File: src/sv/sfc_pkg.sv
// Shared types, constants and the CRC-16 byte update for the sensor frame checker.
`default_nettype none
package sfc_pkg;

  localparam logic [15:0] CRC_INIT    = 16'hFFFF;
  localparam logic [15:0] CRC_POLY    = 16'hA001;
  localparam logic [7:0]  HEAD_FIRST  = 8'hAA;
  localparam logic [7:0]  HEAD_SECOND = 8'hBB;
  localparam logic [7:0]  TAIL_FIRST  = 8'hCC;
  localparam logic [7:0]  TAIL_SECOND = 8'hDD;
  localparam int          MIN_FRAME   = 11;
  localparam int          POS_W       = 4;
  localparam logic [POS_W-1:0] POS_MAX   = 4'd15;
  localparam logic [POS_W-1:0] POS_SHORT = 4'(MIN_FRAME - 1);

  typedef enum logic [2:0] {
    ST_OK     = 3'd0,
    ST_SHORT  = 3'd1,
    ST_HEADER = 3'd2,
    ST_TAIL   = 3'd3,
    ST_CRC    = 3'd4
  } status_e;

  typedef struct packed {
    logic [7:0] data_byte;
    logic       frame_end;
  } sfc_in_t;

  typedef struct packed {
    status_e     status;
    logic [31:0] unit_id;
    logic [7:0]  sensor_type;
    logic [15:0] declared_length;
    logic [15:0] computed_crc;
  } sfc_out_t;

  function automatic logic [15:0] crc_feed(input logic [15:0] crc, input logic [7:0] b);
    logic [15:0] c;
    c = crc ^ {8'h00, b};
    for (int k = 0; k < 8; k++) begin
      c = (c >> 1) ^ (c[0] ? CRC_POLY : 16'h0000);
    end
    return c;
  endfunction

endpackage
`default_nettype wire

File: src/sv/sfc_frame_state.sv
// Frame state: position, header check, field capture, delay window, CRC and verdict.
`default_nettype none
module sfc_frame_state
  import sfc_pkg::*;
(
  input  wire logic     clk_i,
  input  wire logic     rst_ni,
  input  wire logic     step_i,
  input  wire sfc_in_t  item_i,
  output sfc_out_t      res_o
);

  logic [POS_W-1:0] pos_q, pos_d;
  logic [15:0]      crc_q, crc_d;
  logic [7:0]       win_q [4];
  logic [7:0]       win_d [4];
  logic             hdr_q, hdr_d;
  logic [31:0]      id_q, id_d;
  logic [7:0]       type_q, type_d;
  logic [15:0]      len_q, len_d;
  logic [15:0]      crc_fin;
  logic [15:0]      crc_expect;
  logic             full;

  assign crc_fin    = crc_feed(crc_q, win_q[0]);
  assign crc_expect = {win_q[1], win_q[2]};

  always_comb begin
    full = 1'b0;
    res_o.status = ST_OK;
    if (pos_q < POS_SHORT) begin
      res_o.status = ST_SHORT;
    end else if (!hdr_q) begin
      res_o.status = ST_HEADER;
    end else if (win_q[3] != TAIL_FIRST || item_i.data_byte != TAIL_SECOND) begin
      res_o.status = ST_TAIL;
    end else begin
      full = 1'b1;
      res_o.status = (crc_fin == crc_expect) ? ST_OK : ST_CRC;
    end
    res_o.unit_id         = full ? id_q : 32'h0;
    res_o.sensor_type     = full ? type_q : 8'h00;
    res_o.declared_length = full ? len_q : 16'h0000;
    res_o.computed_crc    = full ? crc_fin : 16'h0000;
  end

  always_comb begin
    pos_d  = pos_q;
    crc_d  = crc_q;
    win_d  = win_q;
    hdr_d  = hdr_q;
    id_d   = id_q;
    type_d = type_q;
    len_d  = len_q;
    if (item_i.frame_end) begin
      pos_d  = '0;
      crc_d  = CRC_INIT;
      win_d  = '{default: 8'h00};
      hdr_d  = 1'b0;
      id_d   = '0;
      type_d = '0;
      len_d  = '0;
    end else begin
      if (pos_q == 4'd0) begin
        hdr_d = (item_i.data_byte == HEAD_FIRST);
      end else if (pos_q == 4'd1) begin
        hdr_d = hdr_q && (item_i.data_byte == HEAD_SECOND);
      end
      if (pos_q >= 4'd2 && pos_q <= 4'd5) begin
        id_d = {id_q[23:0], item_i.data_byte};
      end else if (pos_q == 4'd6) begin
        type_d = item_i.data_byte;
      end else if (pos_q == 4'd7 || pos_q == 4'd8) begin
        len_d = {len_q[7:0], item_i.data_byte};
      end
      if (pos_q >= 4'd2) begin
        if (pos_q >= 4'd6) begin
          crc_d = crc_fin;
        end
        win_d[0] = win_q[1];
        win_d[1] = win_q[2];
        win_d[2] = win_q[3];
        win_d[3] = item_i.data_byte;
      end
      if (pos_q != POS_MAX) begin
        pos_d = pos_q + 4'd1;
      end
    end
  end

  always_ff @(posedge clk_i or negedge rst_ni) begin
    if (!rst_ni) begin
      pos_q  <= '0;
      crc_q  <= CRC_INIT;
      win_q  <= '{default: 8'h00};
      hdr_q  <= 1'b0;
      id_q   <= '0;
      type_q <= '0;
      len_q  <= '0;
    end else if (step_i) begin
      pos_q  <= pos_d;
      crc_q  <= crc_d;
      win_q  <= win_d;
      hdr_q  <= hdr_d;
      id_q   <= id_d;
      type_q <= type_d;
      len_q  <= len_d;
    end
  end

  a_clear_after_end: assert property (@(posedge clk_i) disable iff (!rst_ni)
    step_i && item_i.frame_end |=> pos_q == '0 && crc_q == CRC_INIT && !hdr_q)
    else $error("frame state not cleared after last byte");

  a_pos_advance: assert property (@(posedge clk_i) disable iff (!rst_ni)
    step_i && !item_i.frame_end && pos_q != POS_MAX |=> pos_q == $past(pos_q) + 4'd1)
    else $error("byte position did not advance");

  a_crc_hold_early: assert property (@(posedge clk_i) disable iff (!rst_ni)
    step_i && !item_i.frame_end && pos_q < 4'd6 |=> crc_q == CRC_INIT)
    else $error("CRC moved before the window filled");

  a_zero_fields: assert property (@(posedge clk_i) disable iff (!rst_ni)
    (res_o.status == ST_SHORT || res_o.status == ST_HEADER || res_o.status == ST_TAIL)
      |-> res_o.unit_id == '0 && res_o.computed_crc == '0)
    else $error("fields not cleared on a failed frame");

endmodule
`default_nettype wire

File: src/sv/sfc_result_reg.sv
// Output register holding one verdict until the receiver takes it.
`default_nettype none
module sfc_result_reg
  import sfc_pkg::*;
(
  input  wire logic     clk_i,
  input  wire logic     rst_ni,
  input  wire logic     load_i,
  input  wire sfc_out_t res_i,
  output logic          ready_o,
  output logic          out_valid_o,
  input  wire logic     out_stall_i,
  output sfc_out_t      out_data_o
);

  logic     vld_q, vld_d;
  sfc_out_t res_q;

  assign ready_o     = !vld_q || !out_stall_i;
  assign out_valid_o = vld_q;
  assign out_data_o  = res_q;

  always_comb begin
    vld_d = vld_q;
    if (load_i) begin
      vld_d = 1'b1;
    end else if (!out_stall_i) begin
      vld_d = 1'b0;
    end
  end

  always_ff @(posedge clk_i or negedge rst_ni) begin
    if (!rst_ni) begin
      vld_q <= 1'b0;
    end else begin
      vld_q <= vld_d;
    end
  end

  always_ff @(posedge clk_i) begin
    if (load_i) begin
      res_q <= res_i;
    end
  end

endmodule
`default_nettype wire

File: src/sv/sensor_frame_checker_core.sv
// Top level of the sensor frame checker: input register, frame state and result register.
// Usage:
//   Input channel (in_valid_i / in_stall_o / in_data_i) carries one frame byte per
//   request, with frame_end set on the last byte of a frame.
//   Output channel (out_valid_o / out_stall_i / out_data_o) carries one verdict per
//   frame: status, unit id, sensor type, declared length and computed CRC.
//   Throughput is one byte per cycle unless stalled; the CRC byte update is unrolled.
//   A byte is held in the input register; its verdict, if it ends a frame,
//   is registered again in the result register before it is shown on the output.
//   Bytes that do not end a frame never wait on the output side.
//   When the receiver stalls with a verdict pending, a last byte waits in the
//   input register and the input stalls only while that byte cannot advance.
//   Reset clears the frame state, so the first byte after reset starts a frame,
//   and empties both registers. Every verdict also clears the frame state.
`default_nettype none
module sensor_frame_checker_core
  import sfc_pkg::*;
(
  input  wire logic     clk_i,
  input  wire logic     rst_ni,
  input  wire logic     in_valid_i,
  output logic          in_stall_o,
  input  wire sfc_in_t  in_data_i,
  output logic          out_valid_o,
  input  wire logic     out_stall_i,
  output sfc_out_t      out_data_o
);

  logic     in_vld_q, in_vld_d;
  sfc_in_t  in_q;
  logic     accept;
  logic     adv;
  logic     out_ready;
  sfc_out_t res;

  assign adv        = in_vld_q && (!in_q.frame_end || out_ready);
  assign in_stall_o = in_vld_q && !adv;
  assign accept     = in_valid_i && !in_stall_o;

  always_comb begin
    in_vld_d = in_vld_q;
    if (accept) begin
      in_vld_d = 1'b1;
    end else if (adv) begin
      in_vld_d = 1'b0;
    end
  end

  always_ff @(posedge clk_i or negedge rst_ni) begin
    if (!rst_ni) begin
      in_vld_q <= 1'b0;
    end else begin
      in_vld_q <= in_vld_d;
    end
  end

  always_ff @(posedge clk_i) begin
    if (accept) begin
      in_q <= in_data_i;
    end
  end

  sfc_frame_state u_state (
    .clk_i  (clk_i),
    .rst_ni (rst_ni),
    .step_i (adv),
    .item_i (in_q),
    .res_o  (res)
  );

  sfc_result_reg u_result (
    .clk_i       (clk_i),
    .rst_ni      (rst_ni),
    .load_i      (adv && in_q.frame_end),
    .res_i       (res),
    .ready_o     (out_ready),
    .out_valid_o (out_valid_o),
    .out_stall_i (out_stall_i),
    .out_data_o  (out_data_o)
  );

endmodule
`default_nettype wire
File: config.mk
export PLATFORM = sky130hd
export DESIGN_NAME = sensor_frame_checker_core
export DESIGN_NICKNAME = d
export VERILOG_FILES = /design/src/sv/sfc_pkg.sv /design/src/sv/sfc_frame_state.sv /design/src/sv/sfc_result_reg.sv /design/src/sv/sensor_frame_checker_core.sv
export SDC_FILE = /design/constraint.sdc
export NUM_CORES = 1
export LEC_CHECK = 0
export BUFFER_PORTS_ARGS = -buffer_cell sky130_fd_sc_hd__buf_2
export CORE_MARGIN = 4
export CORE_UTILIZATION = 37
export DETAILED_ROUTE_END_ITERATION = 16
export SYNTH_ARGS = -nofsm -noshare
export SYNTH_HDL_FRONTEND = slang
export SYNTH_SLANG_ARGS = --single-unit
File: constraint.sdc
create_clock -name clk_i -period 8.4 [get_ports clk_i]
set_input_delay 1.26 -clock clk_i [delete_from_list [all_inputs] [get_ports clk_i]]
set_output_delay 1.26 -clock clk_i [all_outputs]
set_load 0.02 [all_outputs]
=== Word-level counts from Yosys, hierarchy flattened ===
Index checks and enable logic that the tools add are counted.

* Muxes and demuxes: 37
* Add/sub/neg operators: 1
* Equality and inequality tests: 13
* $lt $le $gt $ge: 4
* Bitwise operators: 10
* Reductions and logical operators: 32

{| class="wikitable"
|+ Operator list
! operator !! count
|-
| $mux W16 || 15
|-
| $mux W32 || 4
|-
| $xor A15 B16 Y16 || 8
|-
| $mux W8 || 3
|-
| $eq A16 B16 Y1 || 1
|-
| $eq A8 B8 Y1 const B || 2
|-
| $ne A8 B8 Y1 const B || 2
|-
| $xor A16 B8 Y16 || 1
|-
| $reduce_bool A2 Y1 || 7
|-
| $mux W1 || 10
|-
| $eq A4 B3 Y1 const B || 2
|-
| $mux W4 || 2
|-
| $reduce_and A2 Y1 || 4
|-
| $logic_and A1 B1 Y1 || 6
|-
| $reduce_and A3 Y1 || 2
|-
| $logic_not A1 Y1 || 5
|-
| $add A4 B1 Y4 const B || 1
|-
| $eq A4 B1 Y1 const B || 1
|-
| $eq A4 B4 Y1 const B || 1
|-
| $ge A4 B2 Y1 const B || 1
|-
| $ge A4 B3 Y1 const B || 1
|-
| $le A4 B3 Y1 const B || 1
|-
| $logic_not A4 Y1 || 1
|-
| $logic_or A1 B1 Y1 || 4
|-
| other kinds (10) || 12
|}

* Logic and storage cells: 117
* Bits of input ports: 13
* Output and inout port bits: 77
* Register bits: 195

=== Logic depth before layout (Yosys ltp) ===
Gate-level depths: netlist (run 1).

* Word-level depth: 21
* Gate-level depth with buffers: 9
* Mapped depth without buffers: 8

=== Modules after synthesis ===
Synthesis (run 1) repeated with hierarchy kept, for this count alone.

* Cell total of the unflattened synthesis: 614
* Area, all modules: 7995.2 um^2

{| class="wikitable"
|+ Modules (own cells, without submodules)
! module !! instances !! seq. area each (um^2) !! cells an instance !! area each (um^2)
|-
| sfc_frame_state || 1 || 2747.6 || 519 || 5356.4
|-
| sfc_result_reg || 1 || 2277.2 || 78 || 2288.4
|-
| sensor_frame_checker_core || 1 || 295.3 || 17 || 350.3
|}

=== Worst setup path before layout (run 1) ===
Ideal clock, no wire load.

* Kind: in2reg
* Start: in out_stall_i
* End: reg u_result.res_q, in the netlist u_result.out_data_o[0] (enable)
* Path buffers: 1
* Arrival: 4.930 ns
* Required time: 7.886 ns
* Cell stages on the path: 4
* Setup slack: 2.957 ns
* Library setup time: 0.514 ns
* Cells stage by stage: nand3_1 nand2_1 clkbuf_1 nor2_1

* Word-level cells in the longest chain between the ends: 5

{| class="wikitable"
|+ Ends and longest elaborated chain
! what !! line !! RTL
|-
| start, declared || sensor_frame_checker_core.sv:25 || <nowiki>input wire logic out_stall_i,</nowiki>
|-
| $logic_not A1 Y1 || sfc_result_reg.sv:19 || <nowiki>assign ready_o = !vld_q || !out_stall_i;</nowiki>
|-
| $logic_or A1 B1 Y1 || sfc_result_reg.sv:19 ||
|-
| $logic_or A1 B1 Y1 || sensor_frame_checker_core.sv:36 || <nowiki>assign adv = in_vld_q && (!in_q.frame_end || out_ready);</nowiki>
|-
| $logic_and A1 B1 Y1 || sensor_frame_checker_core.sv:36 ||
|-
| $logic_and A1 B1 Y1 || sensor_frame_checker_core.sv:74 || <nowiki>.load_i (adv && in_q.frame_end),</nowiki>
|-
| via u_result.load_i || sfc_result_reg.sv:8 || <nowiki>input wire logic load_i,</nowiki>
|-
| end signal, assigned || sfc_result_reg.sv:42 || <nowiki>res_q <= res_i;</nowiki>
|-
| end, declared || sfc_result_reg.sv:17 || <nowiki>sfc_out_t res_q;</nowiki>
|}

The timed path passes the listed nets, and every way through them passes these cells.
A chain may end at the register's enable or synchronous reset.

=== Final worst setup path (run 1) ===
* Start: in out_stall_i
* End: reg u_result.res_q, in the netlist u_result.out_data_o[15] (enable)

Same word-level chain as after synthesis.

==> results of run 1 <==
==> flip-flops by register name (all words and copies together), names as in the netlist, 4 cells and up <==
register,cells
in_q,9
u_result.out_data_o,75
u_state.crc_expect,16
u_state.crc_q,16
u_state.id_q,32
u_state.len_q,16
u_state.pos_q,4
u_state.type_q,8
u_state.win_q,16
==> placed cells by master (no fill, tap or decap), types with 7 or more instances in the layout <==
master / Yosys / final
o21ai_0: 19 / 19
o22a_1: 12 / 12
a22o_1: 71 / 71
xnor2_1: 18 / 18
nand2_1: 19 / 19
buf_4: 0 / 7
edfxtp_1: 84 / 84
inv_1: 10 / 10
dfrtp_1: 95 / 95
clkbuf_16: 0 / 17
nor2_1: 25 / 24
nand4_1: 8 / 8
dfstp_2: 16 / 16
a22oi_1: 8 / 8
buf_2: 0 / 88
nor2b_1: 8 / 7
xor2_1: 15 / 15
and3_1: 67 / 67
==> final cells by class <==
cell class / instances / area, µm²
fillers: 1846 / 11400
flip-flops and latches: 195 / 5320
multi-input cells: 323 / 2350
repair buffers: 95 / 493
clock buffers: 17 / 425
well taps: 270 / 338
clock inverters: 15 / 141
inverters: 10 / 37.5
==> critical path, stage by stage <==
cell	delay [ps]
buf_2	120
nand3_1	90
nand2_1	530
nor2_4	810
buf_4	630
==> layer usage <==
metal | vias to the layer above | wire [µm] | part of all wire (%) | global-route usage (%)
met5 | - | 0 | 0 | 0
met4 | 0 | 239 | 1.5 | 4.42
met3 | 18 | 728 | 4.5 | 3.56
met2 | 121 | 7680 | 48 | 21.9
met1 | 2380 | 7450 | 46 | 19.6
li1 | 2281 | - | - | -
==> kinds of logic (layout without fill, tap and decap cells) <==
group | Yosys count | in the layout
flip-flops | 195 | 195
buffers and inverters | 46 | 137
multiplexers | 3 | 3
adder cells (fa/ha/maj) | 5 | 5
XOR/XNOR | 38 | 38
AO/OA/AOI/OAI | 132 | 132
AND/OR/NAND/NOR | 145 | 145
==> worst max path at each step <==
| stage | to | slack (ps) |
|---|---|---|
| 2_1_floorplan | u_result.out_data_o[0] | 2960 |
| 3_3_place_gp | u_result.out_data_o[68] | 4610 |
| 3_5_place_dp | u_result.out_data_o[74] | 4550 |
| 4_1_cts | u_result.out_data_o[15] | 5000 |
| 5_1_grt | u_result.out_data_o[4] | 4800 |
| 6_report | u_result.out_data_o[15] | 4980 |
==> power groups by stage <==
stage          combinational, mW  sequential [mW]  clock [mW]
6_report                   0.259             1.17       0.769
5_1_grt                    0.292             1.18       0.828
4_1_cts                    0.262             1.17       0.788
3_5_place_dp               0.261             1.18           0
3_3_place_gp               0.254             1.18           0
2_1_floorplan              0.179             1.17           0
==> metrics by stage <==
stage / cell area (µm²) / instances
after floorplan: 7820 / 564
after global placement: 8530 / 893
after detailed placement: 8530 / 893
after CTS: 9100 / 925
after global routing: 9100 / 925
final: 9100 / 925
==> metrics.md, run 1 <==
| Metric | Value |
|---|---|
| Final min period | 3420 ps |
| Critical path arrival | 3490 ps |
| Post-placement setup slack | 4550 ps |
| WS Path Type | in2reg |
| CTS resizes | 0 |
| Max FO, Critical Path | 52 |
| Max Slew Vio Count | 0 |
| Grt total ovfl | 0 |
| Max clock buf depth | 2 |
| Final worst path period share | 40.7% |
| CTS H-Tree Depth | 4 |
| Post-synthesis mux area share | 0.416% |
| Die W | 153 µm |
| Worst-skew pair later-pin latency | 430 ps |
| Worst slew pin tran | 1260 ps |
| Reg2reg end | u_result.out_data_o[15] |
| Number of routed nets with antenna violations | 0 |
| Hold endpoint | u_state.id_q[29] |
| Largest net degree at the start of global routing | 70 |
| Final Hold Slack | 502 ps |
| Adder-Cell Fraction of Synth Area | 0.801% |
| Via count | 4800 |
| Synth unique cells | 39 |
| Initial antenna violation count | 0 |
| Vias per inst | 5.19 |
| Cell area after synthesis | 0.00781 mm² |
| R2R Setup Slk | 5120 ps |
| Worst IR Drop VDD | 0.123 mV |
| PortBufs | 89 |
| Setup TNS | 0 ps |
| Final net count | 660 |
| I/O pin count | 90 |
| Number of synthesized register bits | 195 |
| Post-DP HPWL | 10700 µm |
| Largest family of logic cells by synthesized area | compound AO/OA/AOI/OAI gates |
| WP data required | 8470 ps |
| CTS root buffer | clkbuf_16 |
| Clk_skew | 11.2 ps |
| Post-synth top area share | 32.3% |
| Main synth FF type | dfrtp_1 |
| EDFF count, synth | 84 |
| Psw | 0.618 mW |
| Compound-gate portion of the synthesized area | 13.4% |
| Sequential Power Share | 53.1% |
| RSZ-0062 raised after global routing | no |
| FFs w/ async S/R, synth | 56.9% |
| Clock share of power | 35.0% |
| Chip height | 153 µm |
| Switching Fraction | 28.2% |
| Hold Fails Final Rpt | 0 |
| Critical path launch point type | input pin |
| DRC | 0 |
| Worst Hold Launch | u_state.id_q[29] |
| Post-Synth Simple-Gate Area | 10.2% |
| Util after Layout | 44.4% |
| Clk sinks | 195 |
| Mapped Cells | 564 |
| GP Congestion | 0.822 |
| WL per Instance | 17.4 µm |
| Max-Cap Viols | 0 |
| Synth top area cells | edfxtp_1 (32%), dfrtp_1 (30%), a22o_1 (8.0%), dfstp_2 (5.4%), and3_1 (5.4%) |
| GRT Util Overall | 14.1% |
| Layout cells sized above 1 | 23.8% |
| Starting Density | 38.1% |
| Yosys warnings | 0 |
| Outcome | finished clean |
| Hold WC Path Type | reg2reg |
| Total Routed Length | 16100 µm |
| Total CTS buffers | 17 |
| Reg2Reg Depth | 4 |
| DR iter-0 viols | 347 |
| Setup crit end kind | flop |
| Crit. Startpoint | out_stall_i |
| Postcts setup bufs | 0 |
| Synth top cells by count | dfrtp_1 (95), edfxtp_1 (84), a22o_1 (71), and3_1 (67), clkbuf_1 (36) |
| Pre-antenna DRT Iters | 5 |
| Pwr Density | 241 mW/mm² |
| Syn avg cell area | 13.9 µm² |
| Comb power frac | 11.8% |
| Finish-stage setup viols | 0 |
| Clk slew on worst S/H paths | 70 ps |
| Reg2reg start | in_q[0] |
| Syn Nets | 582 |
| Leak | 4.08 nW |
| Core box area | 0.0205 mm² |
| Slew margin rel. | 15.7% |
| Xor/xnor share of the synthesized area | 4.92% |
| Pwr Total | 2.19 mW |
| Seq/Total Area, Yosys | 68.1% |
| ANT cells | 0 |
| # hold bufs at CTS | 0 |
| F_max | 292 MHz |
| First-pass GRT wire length | 26800 µm |
| Die Area | 0.0235 mm² |
| Core Rows | 52 |
| Area delta synth->final | 16.5% |
| Post-route setup slack | 4980 ps |
| Vias in the first global route | 4891 |
| CTS tree | yes |
| Internal power | 1.58 mW |
| Hold depth | 1 |
| Most common cell in the synthesized netlist | dfrtp_1 |
| Biggest area consumer among synthesized cells | edfxtp_1 |
Power figures use the tool's default switching activity.
==> inputs of run 2 (changes only) <==
Clock period 8.4 ns to 3.2 ns, I/O delays scaled along.
==> metrics.md, run 2 (same netlist as run 1, synthesis figures left out) <==
| Metric | Value |
|---|---|
| Clk sinks | 195 |
| Number of routed nets with antenna violations | 0 |
| CTS root buffer | clkbuf_16 |
| Grt total ovfl | 0 |
| Worst slew pin tran | 825 ps |
| Starting Density | 38.1% |
| First-pass GRT wire length | 27400 µm |
| F_max | 384 MHz |
| Most frequent cells in the layout | dfrtp_1 (95), buf_2 (88), edfxtp_1 (84), a22o_1 (71), and3_1 (67) |
| Area after DPL | 0.00862 mm² |
| Worst-skew pair later-pin latency | 430 ps |
| GP Congestion | 0.827 |
| Hold Fails Final Rpt | 0 |
| Psw | 1.60 mW |
| Chip height | 153 µm |
| Pre-antenna DRT Iters | 5 |
| Sequential Power Share | 51.7% |
| Final worst path period share | 81.4% |
| Die Area | 0.0235 mm² |
| Crit. Startpoint | u_state.pos_q[1] |
| Critical path arrival | 2930 ps |
| Max FO, Critical Path | 13 |
| WS Path Type | reg2reg |
| Pwr Total | 5.92 mW |
| Postcts setup bufs | 0 |
| # hold bufs at CTS | 0 |
| DRC | 0 |
| Max clock buf depth | 2 |
| Post-DP HPWL | 11200 µm |
| Total Routed Length | 16600 µm |
| Layout cells sized above 1 | 24.5% |
| Critical path launch point type | flop |
| Clk slew on worst S/H paths | 80 ps |
| Internal power | 4.32 mW |
| CTS H-Tree Depth | 4 |
| Finish-stage setup viols | 0 |
| Area delta synth->final | 18.0% |
| Final Cell Area | 0.00922 mm² |
| CTS resizes | 0 |
| Setup crit end kind | flop |
| Leak | 4.14 nW |
| ANT cells | 0 |
| GRT Util Overall | 14.4% |
| Clock share of power | 36.4% |
| Max Slew Vio Count | 0 |
| Reg2reg start | u_state.pos_q[1] |
| Commonest non-fill, non-tap cell in the layout | dfrtp_1 |
| Max reg flops | 75 |
| Vias per inst | 5.23 |
| Worst IR Drop VDD | 0.334 mV |
| WL per Instance | 17.8 µm |
| Total CTS buffers | 17 |
| Setup TNS | 0 ps |
| Final cell count without fillers | 931 |
| Hold WC Path Type | in2async |
| Core Rows | 52 |
| I/O pin count | 90 |
| Slew margin rel. | 45.0% |
| Switching Fraction | 27.1% |
| Comb power frac | 12.0% |
| Largest net degree at the start of global routing | 60 |
| Reg2Reg Depth | 7 |
| Clk_skew | 14.1 ps |
| Die W | 153 µm |
| Via count | 4873 |
| RSZ-0062 raised after global routing | no |
| Initial antenna violation count | 0 |
| Final min period | 2600 ps |
| Vias in the first global route | 4949 |
| CTS tree | yes |
| WP data required | 3520 ps |
| Core box area | 0.0205 mm² |
| PortBufs | 89 |
| Pwr Density | 642 mW/mm² |
| Max-Cap Viols | 0 |
| Final net count | 666 |
| Dpl cells | 899 |
| Outcome | finished clean |
| DR iter-0 viols | 313 |
run 2: worst paths after layout:
path | endpoint | slack (ps)
setup / recovery | u_state.type_q[5] | 600
hold / removal | u_state.crc_expect[15] | 140
setup reg to reg | u_state.type_q[5] | 600
hold reg to reg | u_state.len_q[14] | 500
max in group asynchronous | u_state.win_q[6] | 2310
min in group clk_i | in_q[1] | 220
run 2: worst max-delay path: stages, from the launching register on:
cell,delay (ps)
dfrtp_1,460
inv_1,150
ha_1,200
nor2_1,60
a211o_1,450
a21oi_1,580
nor2_1,270
mux2_2,330
run 2: final cells by class:
cell class / instances / area, µm²
Tap cell: 270 / 338
Clock buffer: 18 / 439
Clock inverter: 14 / 166
Inverter: 10 / 37.5
Timing Repair Buffer: 101 / 576
Sequential cell: 195 / 5320
Multi-Input combinational cell: 323 / 2350
Fill cell: 1846 / 11300
run 2: per-stage QoR:
stage / utilization (%) / hold WS, ps / setup WS [ps]
after CTS: 45.0 / 159 / 620
final: 45.0 / 139 / 596
after global placement: 42.0 / 484 / 786
after global routing: 45.0 / 186 / 403
after detailed placement: 42.0 / 482 / 624
after floorplan: - / 184 / 569
run 2: power groups by stage:
stage	clock network [mW]	registers (mW)	logic, mW
floorplan	0	3.07	0.472
global placement	0	3.10	0.685
detailed placement	0	3.11	0.709
CTS	2.19	3.06	0.712
global route	2.31	3.09	0.783
finish	2.15	3.06	0.708
run 2: routing by layer:
layer / part of all wire, % / track usage (%) / wire length [µm]
met5: 0 / 0 / 0
met4: 1.6 / 5.30 / 270
met3: 4.2 / 3.05 / 702
met2: 48 / 22.8 / 7990
met1: 46 / 19.7 / 7640
==> inputs of run 3 (changes only) <==
Clock period 3.2 ns to 2.4 ns, I/O delays scaled along.
==> metrics.md, run 3 (same netlist as run 1, synthesis figures left out) <==
| Metric | Value |
|---|---|
| Reg2reg end | u_result.out_data_o[74] |
| Total CTS buffers | 17 |
| Initial antenna violation count | 0 |
| Grt met3 use | 3.05% |
| Chip height | 153 µm |
| Final worst path period share | 94.8% |
| CTS root buffer | clkbuf_16 |
| Hold depth | 1 |
| Max reg flops | 75 |
| WP data required | 2560 ps |
| Area delta synth->final | 20.7% |
| Commonest non-fill, non-tap cell in the layout | dfrtp_1 |
| First-pass GRT wire length | 27400 µm |
| Number of routed nets with antenna violations | 0 |
| Crit. Startpoint | u_state.crc_q[6] |
| Most frequent cells in the layout | dfrtp_1 (95), buf_2 (88), edfxtp_1 (84), a22o_1 (71), and3_1 (67) |
| Fillers | 1821 |
| Setup TNS | 0 ps |
| Slew margin rel. | 47.7% |
| CTS tree | yes |
| Vias in the first global route | 5035 |
| Largest net degree at the start of global routing | 67 |
| I/O pin count | 90 |
| Util after Layout | 46.0% |
| Max Slew Vio Count | 0 |
| Worst IR Drop VDD | 0.370 mV |
| Worst-skew pair later-pin latency | 430 ps |
| Total Routed Length | 16700 µm |
| M2 GR Usage | 22.9% |
| Final min period | 2270 ps |
| DRC | 0 |
| Critical path launch point type | flop |
| Critical path arrival | 2430 ps |
| Busiest grt layer | met2 |
| Hold Fails Final Rpt | 0 |
| Pre-antenna DRT Iters | 7 |
| Die Area | 0.0235 mm² |
| CP endpoint | u_result.out_data_o[74] |
| CTS H-Tree Depth | 4 |
| Starting Density | 38.1% |
| Post-placement setup slack | 33.5 ps |
| Layout cells sized above 1 | 27.5% |
| Max clock buf depth | 2 |
| DR iter-0 viols | 399 |
| ANT cells | 0 |
| Hold WC Path Type | in2reg |
| Grt total ovfl | 0 |
| Reg2reg start | u_state.crc_q[6] |
| RSZ-0062 raised after global routing | no |
| Vias per inst | 5.27 |
| Clk slew on worst S/H paths | 70 ps |
| Reg2Reg Depth | 6 |
| Setup crit end kind | flop |
| WL per Instance | 17.6 µm |
| GRT Util Overall | 14.5% |
| Die W | 153 µm |
| R2R Setup Slk | 130 ps |
| Via count | 4995 |
| Clk_skew | 9.59 ps |
| Postcts setup bufs | 0 |
| Leak | 4.24 nW |
| PortBufs | 89 |
| Worst slew pin tran | 785 ps |
| WS Path Type | reg2reg |
| Core Rows | 52 |
| Post-DP HPWL | 11300 µm |
| M1 GR Usage | 19.5% |
| Finish-stage setup viols | 0 |
| Outcome | finished clean |
| Max-Cap Viols | 0 |
| F_max | 440 MHz |
| GP Congestion | 0.815 |
| Clk sinks | 195 |
| Post-route setup slack | 126 ps |
| Core box area | 0.0205 mm² |
| Pwr Density | 842 mW/mm² |
| Max FO, Critical Path | 4 |
| Final Hold Slack | 101 ps |
| Final net count | 682 |
[run 3: changes by cell type in the layout (fill, tap and decap cells not counted), moves of 2 or more]
cell / previous run / this run
xnor2_1: 18 / 16
buf_4: 10 / 24
nor2_1: 24 / 21
xor2_1: 15 / 12
xor2_2: 0 / 3
nor2_2: 0 / 3
[run 3: stage by stage]
stage	cells	instance area (µm²)	total power [mW]
after global placement	914	8760	5.07
after CTS	947	9370	7.98
after floorplan	564	7860	4.73
after global routing	947	9430	8.31
after detailed placement	914	8760	5.11
final	947	9430	7.94
[run 3: layout make-up]
class	count	area, µm²	share of cell area, %
Multi-Input combinational cell	323	2420	25.7
Inverter	10	37.5	0.398
Clock buffer	18	429	4.55
Clock inverter	14	171	1.82
Sequential cell	195	5320	56.4
Timing Repair Buffer	117	711	7.54
Tap cell	270	338	3.58
[run 3: worst min-delay path by stage]
| stage | from | end | slack [ps] |
|---|---|---|---|
| after floorplan | rst_ni | in_vld_q | 60 |
| after global placement | rst_ni | u_state.win_q[31] | 240 |
| after detailed placement | rst_ni | u_state.win_q[24] | 240 |
| after CTS | in_data_i[7] | in_q[7] | 80 |
| after global routing | in_data_i[8] | in_q[8] | 80 |
| final | in_data_i[7] | in_q[7] | 100 |
[run 3: critical path, stage by stage, from the launching register on]
cell	delay, ps
dfstp_2	550
xnor2_2	150
xnor3_1	450
xnor3_2	290
xnor2_4	210
mux2i_1	220
a41oi_1	130
[run 3: metal layers]
layer / part of all wire, % / vias to the layer above
li1: - / 2320
met1: 45 / 2508
met2: 47 / 132
met3: 5.2 / 35
met4: 2.7 / 0
met5: 0 / -
[run 3: power by group]
group,switching [mW],total (mW),internal [mW],leakage (nW)
Clock,1.29,2.86,1.58,0.285
Sequential,0.277,4.06,3.78,2.28
Combinational,0.594,1.01,0.414,1.67
Total,2.16,7.94,5.77,4.24
[run 3: what timing repair did]
action,CTS,global route
setup endpoints to repair,0,35
hold buffers,1,0
endpoints found under the hold margin,5,0
gates resized for setup,0,9
